**src/assert_macros.svh**
```systemverilog
// Assertion helpers shared by the RTL.
// Checks compile in unless SYNTH is defined.
`ifndef ASSERT_MACROS_SVH
`define ASSERT_MACROS_SVH

`ifndef SYNTH

// Expression must hold at every clock edge outside reset.
`define LPD_ASSERT_ALWAYS(lbl, clk, rst, expr, msg) \
   lbl: assert property (@(posedge clk) disable iff (rst) (expr)) else $error(msg);

// Antecedent in a cycle implies consequent in the next cycle.
`define LPD_ASSERT_NEXT(lbl, clk, rst, ante, cons, msg) \
   lbl: assert property (@(posedge clk) disable iff (rst) (ante) |=> (cons)) else $error(msg);

`else

`define LPD_ASSERT_ALWAYS(lbl, clk, rst, expr, msg)

`define LPD_ASSERT_NEXT(lbl, clk, rst, ante, cons, msg)

`endif

`endif

```
**src/lpd_pkg.sv**
```systemverilog
package lpd_pkg;

   localparam int LEN_W = 31;

   localparam logic [1:0] KIND_HEADER  = 2'd0;
   localparam logic [1:0] KIND_PAYLOAD = 2'd1;
   localparam logic [1:0] KIND_EMPTY   = 2'd2;

   localparam logic [7:0] LONG_FORM_BIT = 8'h80;
   localparam logic [7:0] LONG_HI_MASK  = 8'h7F;
   localparam logic [3:0] HEX_ALPHA_OFS = 4'd10;

   localparam logic [1:0] LAST_HDR_IDX = 2'd3;

   typedef struct packed {
      logic [7:0] stream_byte;
      logic       chunk_last;
   } req_beat_type;

   typedef struct packed {
      logic [1:0]       byte_kind;
      logic [7:0]       payload_byte;
      logic             first_of_packet;
      logic             last_of_packet;
      logic [LEN_W-1:0] packet_length;
      logic             chunk_end;
   } rsp_beat_type;

   // Parser state visible to the top level for checking.
   typedef struct packed {
      logic       in_payload;
      logic [1:0] header_count;
   } parse_status_type;

   // ASCII hex digit; anything else reads as zero.
   function automatic logic [3:0] hex_digit(input logic [7:0] ch);
      logic [3:0] d;
      d = 4'd0;
      if (ch inside {[8'h30:8'h39]}) begin
         d = ch[3:0];
      end else if (ch inside {[8'h41:8'h46], [8'h61:8'h66]}) begin
         d = 4'(ch[2:0] - 3'd1) + HEX_ALPHA_OFS;
      end
      return d;
   endfunction

   function automatic logic [LEN_W-1:0] decode_length(input logic [7:0] b0,
                                                      input logic [7:0] b1,
                                                      input logic [7:0] b2,
                                                      input logic [7:0] b3);
      logic [LEN_W-1:0] len;
      logic [7:0]       hi;
      hi = b0 & LONG_HI_MASK;
      if ((b0 & LONG_FORM_BIT) != 8'd0) begin
         len = {hi[6:0], b1, b2, b3};
      end else begin
         len = LEN_W'({hex_digit(b0), hex_digit(b1), hex_digit(b2), hex_digit(b3)});
      end
      return len;
   endfunction

endpackage

```
**src/lpd_chan_if.sv**
```systemverilog
interface lpd_chan_if #(
   parameter type payload_type = logic
) ();

   logic        valid;
   logic        ready;
   payload_type payload;

   modport source (output valid, output payload, input ready);
   modport sink (input valid, input payload, output ready);

endinterface

```
**src/lpd_parse.sv**
```systemverilog
// Header/payload parser with its result register.
module lpd_parse (
   input  logic                      clock,
   input  logic                      reset,
   input  logic                      in_valid,
   input  lpd_pkg::req_beat_type     in_beat,
   output logic                      take,
   output lpd_pkg::parse_status_type status,
   lpd_chan_if.source                rsp_chan
);

   localparam int LW = lpd_pkg::LEN_W;

   logic [23:0]   store_ff, store_in;
   logic [1:0]    count_ff, count_in;
   logic          in_pay_ff, in_pay_in;
   logic [LW-1:0] left_ff, left_in;
   logic          seen_ff, seen_in;
   logic [LW-1:0] cur_len_ff, cur_len_in;

   logic                   rsp_valid_ff, rsp_valid_in;
   lpd_pkg::rsp_beat_type  rsp_ff, rsp_in;
   logic [LW-1:0]          len;
   logic                   last;

   assign take = in_valid && (!rsp_valid_ff || rsp_chan.ready);

   always_comb begin
      store_in   = store_ff;
      count_in   = count_ff;
      in_pay_in  = in_pay_ff;
      left_in    = left_ff;
      seen_in    = seen_ff;
      cur_len_in = cur_len_ff;
      last       = (left_ff <= LW'(1));
      len        = lpd_pkg::decode_length(store_ff[23:16], store_ff[15:8], store_ff[7:0],
                                          in_beat.stream_byte);

      rsp_in.byte_kind       = lpd_pkg::KIND_HEADER;
      rsp_in.payload_byte    = 8'd0;
      rsp_in.first_of_packet = 1'b0;
      rsp_in.last_of_packet  = 1'b0;
      rsp_in.packet_length   = '0;
      rsp_in.chunk_end       = in_beat.chunk_last;

      if (in_pay_ff) begin
         rsp_in.byte_kind       = lpd_pkg::KIND_PAYLOAD;
         rsp_in.payload_byte    = in_beat.stream_byte;
         rsp_in.first_of_packet = !seen_ff;
         rsp_in.last_of_packet  = last;
         rsp_in.packet_length   = cur_len_ff;
         seen_in = 1'b1;
         left_in = left_ff - LW'(1);
         if (last) begin
            in_pay_in = 1'b0;
            left_in   = '0;
            seen_in   = 1'b0;
            count_in  = 2'd0;
         end
      end else if (count_ff != lpd_pkg::LAST_HDR_IDX) begin
         store_in = {store_ff[15:0], in_beat.stream_byte};
         count_in = count_ff + 2'd1;
      end else begin
         count_in   = 2'd0;
         store_in   = '0;
         cur_len_in = len;
         rsp_in.packet_length = len;
         if (len == '0) begin
            rsp_in.byte_kind       = lpd_pkg::KIND_EMPTY;
            rsp_in.first_of_packet = 1'b1;
            rsp_in.last_of_packet  = 1'b1;
         end else begin
            in_pay_in = 1'b1;
            left_in   = len;
            seen_in   = 1'b0;
         end
      end
   end

   always_comb begin
      rsp_valid_in = rsp_valid_ff;
      if (take) begin
         rsp_valid_in = 1'b1;
      end else if (rsp_chan.ready) begin
         rsp_valid_in = 1'b0;
      end
   end

   always_ff @(posedge clock) begin
      if (reset) begin
         store_ff     <= '0;
         count_ff     <= 2'd0;
         in_pay_ff    <= 1'b0;
         left_ff      <= '0;
         seen_ff      <= 1'b0;
         cur_len_ff   <= '0;
         rsp_valid_ff <= 1'b0;
      end else begin
         rsp_valid_ff <= rsp_valid_in;
         if (take) begin
            store_ff   <= store_in;
            count_ff   <= count_in;
            in_pay_ff  <= in_pay_in;
            left_ff    <= left_in;
            seen_ff    <= seen_in;
            cur_len_ff <= cur_len_in;
         end
      end
   end

   always_ff @(posedge clock) begin
      if (take) begin
         rsp_ff <= rsp_in;
      end
   end

   assign rsp_chan.valid   = rsp_valid_ff;
   assign rsp_chan.payload = rsp_ff;

   assign status.in_payload   = in_pay_ff;
   assign status.header_count = count_ff;

endmodule

```
**src/flat_wrapper.sv**
```systemverilog
// flat-port wrapper written by rule: the top's interface ports become plain ports
module lpd_parse_flat 
  (clock, reset, in_valid, in_beat, take, status, rsp_chan_valid, rsp_chan_payload, rsp_chan_ready);
  lpd_chan_if rsp_chan_i ();
  input  logic clock;
  input  logic reset;
  input  logic in_valid;
  input  lpd_pkg::req_beat_type in_beat;
  output logic take;
  output lpd_pkg::parse_status_type status;
  output wire logic [$bits(rsp_chan_i.valid)-1:0] rsp_chan_valid;
  output wire logic [$bits(rsp_chan_i.payload)-1:0] rsp_chan_payload;
  input wire logic [$bits(rsp_chan_i.ready)-1:0] rsp_chan_ready;
  assign rsp_chan_valid = rsp_chan_i.valid;
  assign rsp_chan_payload = rsp_chan_i.payload;
  assign rsp_chan_i.ready = rsp_chan_ready;
  lpd_parse u_core (.clock(clock), .reset(reset), .in_valid(in_valid), .in_beat(in_beat), .take(take), .status(status), .rsp_chan(rsp_chan_i));
endmodule
```
**config.mk**
```make
export PLATFORM = sky130hd
export DESIGN_NAME = lpd_parse_flat
export DESIGN_NICKNAME = d
export VERILOG_FILES = /design/src/assert_macros.svh /design/src/lpd_pkg.sv /design/src/lpd_chan_if.sv /design/src/lpd_parse.sv /design/src/flat_wrapper.sv
export SDC_FILE = /design/constraint.sdc
export NUM_CORES = 1
export LEC_CHECK = 0
export BUFFER_PORTS_ARGS = -buffer_cell sky130_fd_sc_hd__buf_4
export CORE_MARGIN = 2
export CORE_UTILIZATION = 50
export CTS_CLUSTER_SIZE = 16
export DETAILED_ROUTE_END_ITERATION = 7
export PLACE_DENSITY = 0.67
export RECOVER_POWER = 25
export SYNTH_ARGS = -nofsm -noshare
export SYNTH_HDL_FRONTEND = slang
export SYNTH_SLANG_ARGS = --single-unit
export TNS_END_PERCENT = 20
```
**constraint.sdc**
```tcl
create_clock -name clock -period 6.3 [get_ports clock]
set_input_delay 0.315 -clock clock [delete_from_list [all_inputs] [get_ports clock]]
set_output_delay 0.315 -clock clock [all_outputs]
set_load 0.02 [all_outputs]
```
==> results of run 1 <==
## state kept, by name, summed over array words and instances (netlist names)
| name | cells |
|---|---|
| u_core.in_pay_ff | 1 |
| u_core.count_ff | 2 |
| u_core.left_ff | 31 |
| u_core.rsp_chan.payload | 1 |
| u_core.rsp_chan.valid | 1 |
| u_core.store_ff | 24 |
## power groups by stage
stage | logic, mW | clock network [mW] | registers, mW
floorplan | 0.0637 | 0 | 0.405
global placement | 0.0899 | 0 | 0.411
detailed placement | 0.0908 | 0 | 0.411
CTS | 0.0910 | 0.370 | 0.402
global route | 0.0991 | 0.383 | 0.404
finish | 0.0897 | 0.368 | 0.403
## per-layer routing
metal	wire length [µm]	share of wire
met5	0	0
met4	269	0.021
met3	817	0.065
met2	5713	0.45
met1	5793	0.46
## metrics by stage
step                hold WS (ns)  power, mW  worst slack (ns)  std cells  utilization
floorplan                 0.4139     0.4691             3.265        547            -
global placement          0.4573     0.5005             2.620        632       0.5257
detailed placement        0.4696     0.5015             2.534        632       0.5257
CTS                       0.1444     0.8633             2.520        648       0.5503
global route              0.1690     0.8862             2.206        648       0.5476
finish                    0.1643     0.8605             2.423        648       0.5476
## critical path: cells and delay by family (launching register included)
kind | cells | cell delay, ns
compound gates | 5 | 1.85
fa+ha+maj | 1 | 0.21
buf+inv | 1 | 0.23
flops | 1 | 0.41
simple gates | 3 | 1.11
## final cells by class
| type | instances | area, µm² | area share |
|---|---|---|---|
| multi-input combinational | 424 | 2729 | 0.6065 |
| sequential | 60 | 1211 | 0.2692 |
| clock buffer | 12 | 155.1 | 0.03448 |
| timing repair buffer | 23 | 150.1 | 0.03337 |
| tap | 105 | 131.4 | 0.02920 |
| inverter | 20 | 75.07 | 0.01669 |
| clock inverter | 4 | 47.55 | 0.01057 |
## how the worst max path moves through the flow
stage	startpoint	to	slack, ns
floorplan	u_core.store_ff[1]	u_core.left_ff[0]	3.27
global placement	u_core.store_ff[1]	u_core.left_ff[5]	2.62
detailed placement	u_core.store_ff[0]	u_core.left_ff[13]	2.53
CTS	u_core.store_ff[0]	u_core.left_ff[5]	2.52
global route	u_core.store_ff[1]	u_core.left_ff[21]	2.21
finish	u_core.store_ff[0]	u_core.left_ff[21]	2.42
## cell usage after synthesis (all sizes together), types with 6 or more instances
| cell | instances |
|---|---|
| a211oi | 12 |
| nor3 | 24 |
| a32o | 16 |
| o21ai | 27 |
| nand3 | 11 |
| nor3b | 9 |
| nor2b | 6 |
| and2 | 7 |
| nand2 | 63 |
| nand3b | 17 |
| nor4 | 13 |
| a22oi | 8 |
| nor2 | 27 |
| ha | 18 |
| a21oi | 51 |
| clkbuf | 28 |
| inv | 20 |
| o22ai | 12 |
| o31ai | 9 |
| buf | 15 |
| a221oi | 6 |
| dfxtp | 59 |
| or3 | 11 |
| xnor2 | 7 |
## logic make-up after synthesis
family | after synthesis
AND/OR/NAND/NOR | 228
AO/OA/AOI/OAI | 169
buffers and inverters | 63
flip-flops | 60
adder cells (fa/ha/maj) | 18
XOR/XNOR | 8
multiplexers | 1
==> results.cfg, run 1 <==
[timing]
worst_pin_slew_ns = 1.154
fin_crit_ns = 3.877
rsz0062_at_grt = no
setup-violations-final = 0
period_share = 0.6154
fin_skew_ns = 0.009227
relSlewSlack = 0.2294
hold_viol = 0
fmax_ghz = 0.2579
drv_slew = 0
final.setup.tns_ns = 0

[cts]
cts_setup_buffers = 0
htree_levels = 3
cts_buffer_depth = 2
postCtsResizedCells = 0
cts_hold_buf = 0
numCtsBuffers = 9
cts_sinks = 60
cts_tree = done
ctsRootBufferMaster = clkbuf_8
clock_latency_ns = 0.35
clk_pin_slew_worst_paths_ns = 0.07

[setup_path]
r2r_cells = 10
path_class = flip-flop to flip-flop
required_ns = 6.60
crit_chain = inv_1 > ha_1 > or3b_2 > o21a_1 > a221oi_1 > nand3_1 > or4_1 > o21a_1 > o21ai_0 > a32o_1
slowest_stage = o21a_1
reg2reg_from = u_core.store_ff[0]
r2r_end = u_core.left_ff[21]
arrival_ns = 4.17
start_kind = flip-flop
r2r_slack_ns = 2.42
max_stage_delay_ns = 0.59
worst_setup_path_end_kind = flip-flop
worst_path_most_repeated_cell = o21a_1
worst-path-max-fanout = 29

[power]
power_leakage_nw = 1.597
clkPwrFrac = 0.428
p_seq_frac = 0.468
p_int_mw = 0.6243
switching_share = 0.2745
p_comb_frac = 0.104
power_switching_mw = 0.2362
p_per_area_mw_per_mm2 = 191.2
vdd_drop_max_uv = 125.7

[synthesis]
yosys-top-cells-area = dfxtp_1, a21oi_1, nand2_1, ha_1, a32o_1
synth_compound_area_frac = 0.2711
syn_area_mm2 = 0.004218
yosysWarnings = 0
synth.largest_area_cell = dfxtp_1
synthSimpleGateAreaFrac = 0.3035
synth_seq_cells = 60
synth-adder-area-share = 0.05340
synth_ff_type = dfxtp_1
syn_nets = 578
synth_xor_xnor_area_share = 0.01661
yosysSeqAreaShare = 0.2872
syn_avg_cell_area_um2 = 7.711
synthCells = 547
synth_top_family_by_area = simple AND/OR/NAND/NOR gates
synth.area.mux_share = 0.002373
synth_edf_count = 1
async_flop_share = 0
yosysUniqueCellTypes = 65
synth_top_area_frac = 0.2800

[layout]
syn_to_final_growth_pct = 6.675
final_common_cell = nand2_1
fin_nets = 569
diodes = 0
final_layout_size_suffix_gt1_frac = 0.07366
final_area_mm2 = 0.004499
fillers = 823
final_cell_mix = nand2_1, dfxtp_1, a21oi_1

[die]
rows = 33
die_area_mm2 = 0.009186
coreArea_mm2 = 0.008217
ios = 19
start_util = 0.5133
die_width_um = 95.85
dieHeight_um = 95.85

[routing]
drt_iter0_markers = 545
drc_errors = 0
num_vias = 4248
wl_per_cell_um = 19.44
antenna_left = 0
drt-vias-per-instance = 6.556
wl_um = 12590
dr.pass1.iters = 5

[grt]
busiest_layer = met2
grt_max_degree = 46
use_met3 = 0.03524
antenna_found_initial = 0
gr-usage-met1 = 0.4063
grt_pass1_vias = 3791
gr-usage-all-layers = 0.2829
grt_use_met2 = 0.4406
grt_pass1_wl_um = 20160
grt-ovfl-total = 0

[placed_design]
dpl-instance-area_mm2 = 0.004319
numPortBuffers = 18
dpl.hpwl_um = 8489
place.gp.congestion = 0.8605

[hold_path]
whs_path_depth = 1
hp-class = primary input to flip-flop
whs_endpoint = u_core.rsp_chan.payload
hold_path.startpoint = in_beat[0]

[run_status]
outcome = complete, no violations

[job]
cap_violations = 0
Note: power is estimated with default switching activity, not from simulation.
==> run 2, diff against run 1 <==
Clock period 6.3 ns to 3.88 ns, I/O delays scaled along.
==> results.cfg, run 2 (synthesized netlist as in run 1, its figures left out) <==
[cts]
ctsRootBufferMaster = clkbuf_8
numCtsBuffers = 9
cts_tree = done
clk_pin_slew_worst_paths_ns = 0.08
htree_levels = 3
cts_hold_buf = 0
cts_buffer_depth = 2
postCtsResizedCells = 0
cts_setup_buffers = 0
cts_sinks = 60
clock_latency_ns = 0.35

[setup_path]
worst_setup_path_end_kind = flip-flop
r2r_end = u_core.left_ff[14]
crit_chain = inv_1 > ha_1 > or3b_2 > o21a_1 > a221oi_1 > nand3_1 > or4_1 > o21ai_2 > nand2_1 > a32o_1
worst-path-max-fanout = 13
path_class = flip-flop to flip-flop
r2r_slack_ns = 0.33
start_kind = flip-flop
arrival_ns = 3.80
slowest_stage = or4_1
startpoint = u_core.store_ff[1]
reg2reg_from = u_core.store_ff[1]
r2r_cells = 10
max_stage_delay_ns = 0.48
required_ns = 4.12

[placed_design]
numPortBuffers = 18
place.gp.congestion = 0.8864
post-place-ws_ns = 0.4274
dpl-instance-area_mm2 = 0.004384
dpl.hpwl_um = 8430

[run_status]
outcome = complete, no violations

[layout]
final_layout_size_suffix_gt1_frac = 0.08561
fillers = 783
final_area_mm2 = 0.004552
regMostFlops = u_core.left_ff
multi_input_area_mm2 = 0.002729
final_common_cell = nand2_1
top_regs = u_core.left_ff (31), u_core.store_ff (24), u_core.count_ff (2)
fin_nets = 576
utilization = 0.5540
syn_to_final_growth_pct = 7.921
seq_area_mm2 = 0.001211
diodes = 0
largest_register_ffs = 31
final_cell_mix = nand2_1, dfxtp_1, a21oi_1

[hold_path]
whs_endpoint = u_core.rsp_chan.payload
hp-class = primary input to flip-flop
whs_path_depth = 1
hold_path.startpoint = in_beat[0]

[timing]
final.setup.tns_ns = 0
relSlewSlack = 0.2852
fin_skew_ns = 0.01274
worst_pin_slew_ns = 1.070
rsz0062_at_grt = no
fmax_ghz = 0.2813
finalWorstSetupSlack_ns = 0.3250
drv_slew = 0
fin_crit_ns = 3.555
period_share = 0.9162
setup-violations-final = 0
hold_viol = 0

[grt]
grt_use_met2 = 0.4400
grt-ovfl-total = 0
grt_pass1_wl_um = 20200
gr-usage-all-layers = 0.2849
grt_max_degree = 46
busiest_layer = met2
grt_pass1_vias = 3791
antenna_found_initial = 0
gr-usage-met1 = 0.4034
use_met3 = 0.04855

[routing]
drt-vias-per-instance = 6.531
num_vias = 4271
antenna_left = 0
drc_errors = 0
wl_per_cell_um = 19.02
drt_iter0_markers = 380
wl_um = 12440
dr.pass1.iters = 5

[power]
vdd_drop_max_uv = 194.4
power_leakage_nw = 1.634
p_per_area_mw_per_mm2 = 300.5

[die]
die_area_mm2 = 0.009186
dieHeight_um = 95.85
start_util = 0.5133
coreArea_mm2 = 0.008217
die_width_um = 95.85
ios = 19
rows = 33

[job]
cap_violations = 0
[run 2: per-stage QoR]
stage	hold WS, ns	instances	total power [mW]
finish	0.04022	654	1.368
global placement	0.3736	639	0.8110
floorplan	0.2929	547	0.7616
detailed placement	0.3756	639	0.8134
global route	0.03511	654	1.421
CTS	0.01417	654	1.375
[run 2: worst max-delay path by stage]
stage | endpoint | slack [ns]
final | u_core.left_ff[14] | 0.33
after global routing | u_core.left_ff[23] | 0.10
after CTS | u_core.left_ff[14] | 0.40
after detailed placement | u_core.left_ff[14] | 0.43
after global placement | u_core.left_ff[13] | 0.54
after floorplan | u_core.left_ff[0] | 0.85
[run 2: cell type report]
class,count,area share
Sequential cell,60,0.2661
Multi-Input combinational cell,424,0.5995
Inverter,20,0.01649
Tap cell,105,0.02886
Clock inverter,5,0.01154
Timing Repair Buffer,30,0.04728
Clock buffer,10,0.03024
[run 2: where the power goes]
part / switching (mW) / total [mW] / internal (mW)
Combinational: 0.0927 / 0.148 / 0.0552
Sequential: 0.0216 / 0.651 / 0.630
Clock: 0.262 / 0.569 / 0.307
Total: 0.376 / 1.37 / 0.992
[run 2: worst max-delay path: cells and delay by family, from the launching register on]
kind | cells | cell delay, ns
AOI/OAI and AO/OA | 4 | 1.16
adders and majority gates | 1 | 0.22
buffers and inverters | 1 | 0.14
DFF | 1 | 0.45
and+or+nand+nor | 4 | 1.48
[run 2: layer usage]
layer	share of wire	up-vias	wire, µm
li1	-	2051	-
met1	0.46	2055	5738
met2	0.46	142	5731
met3	0.055	23	686
met4	0.023	0	281
met5	0	-	0
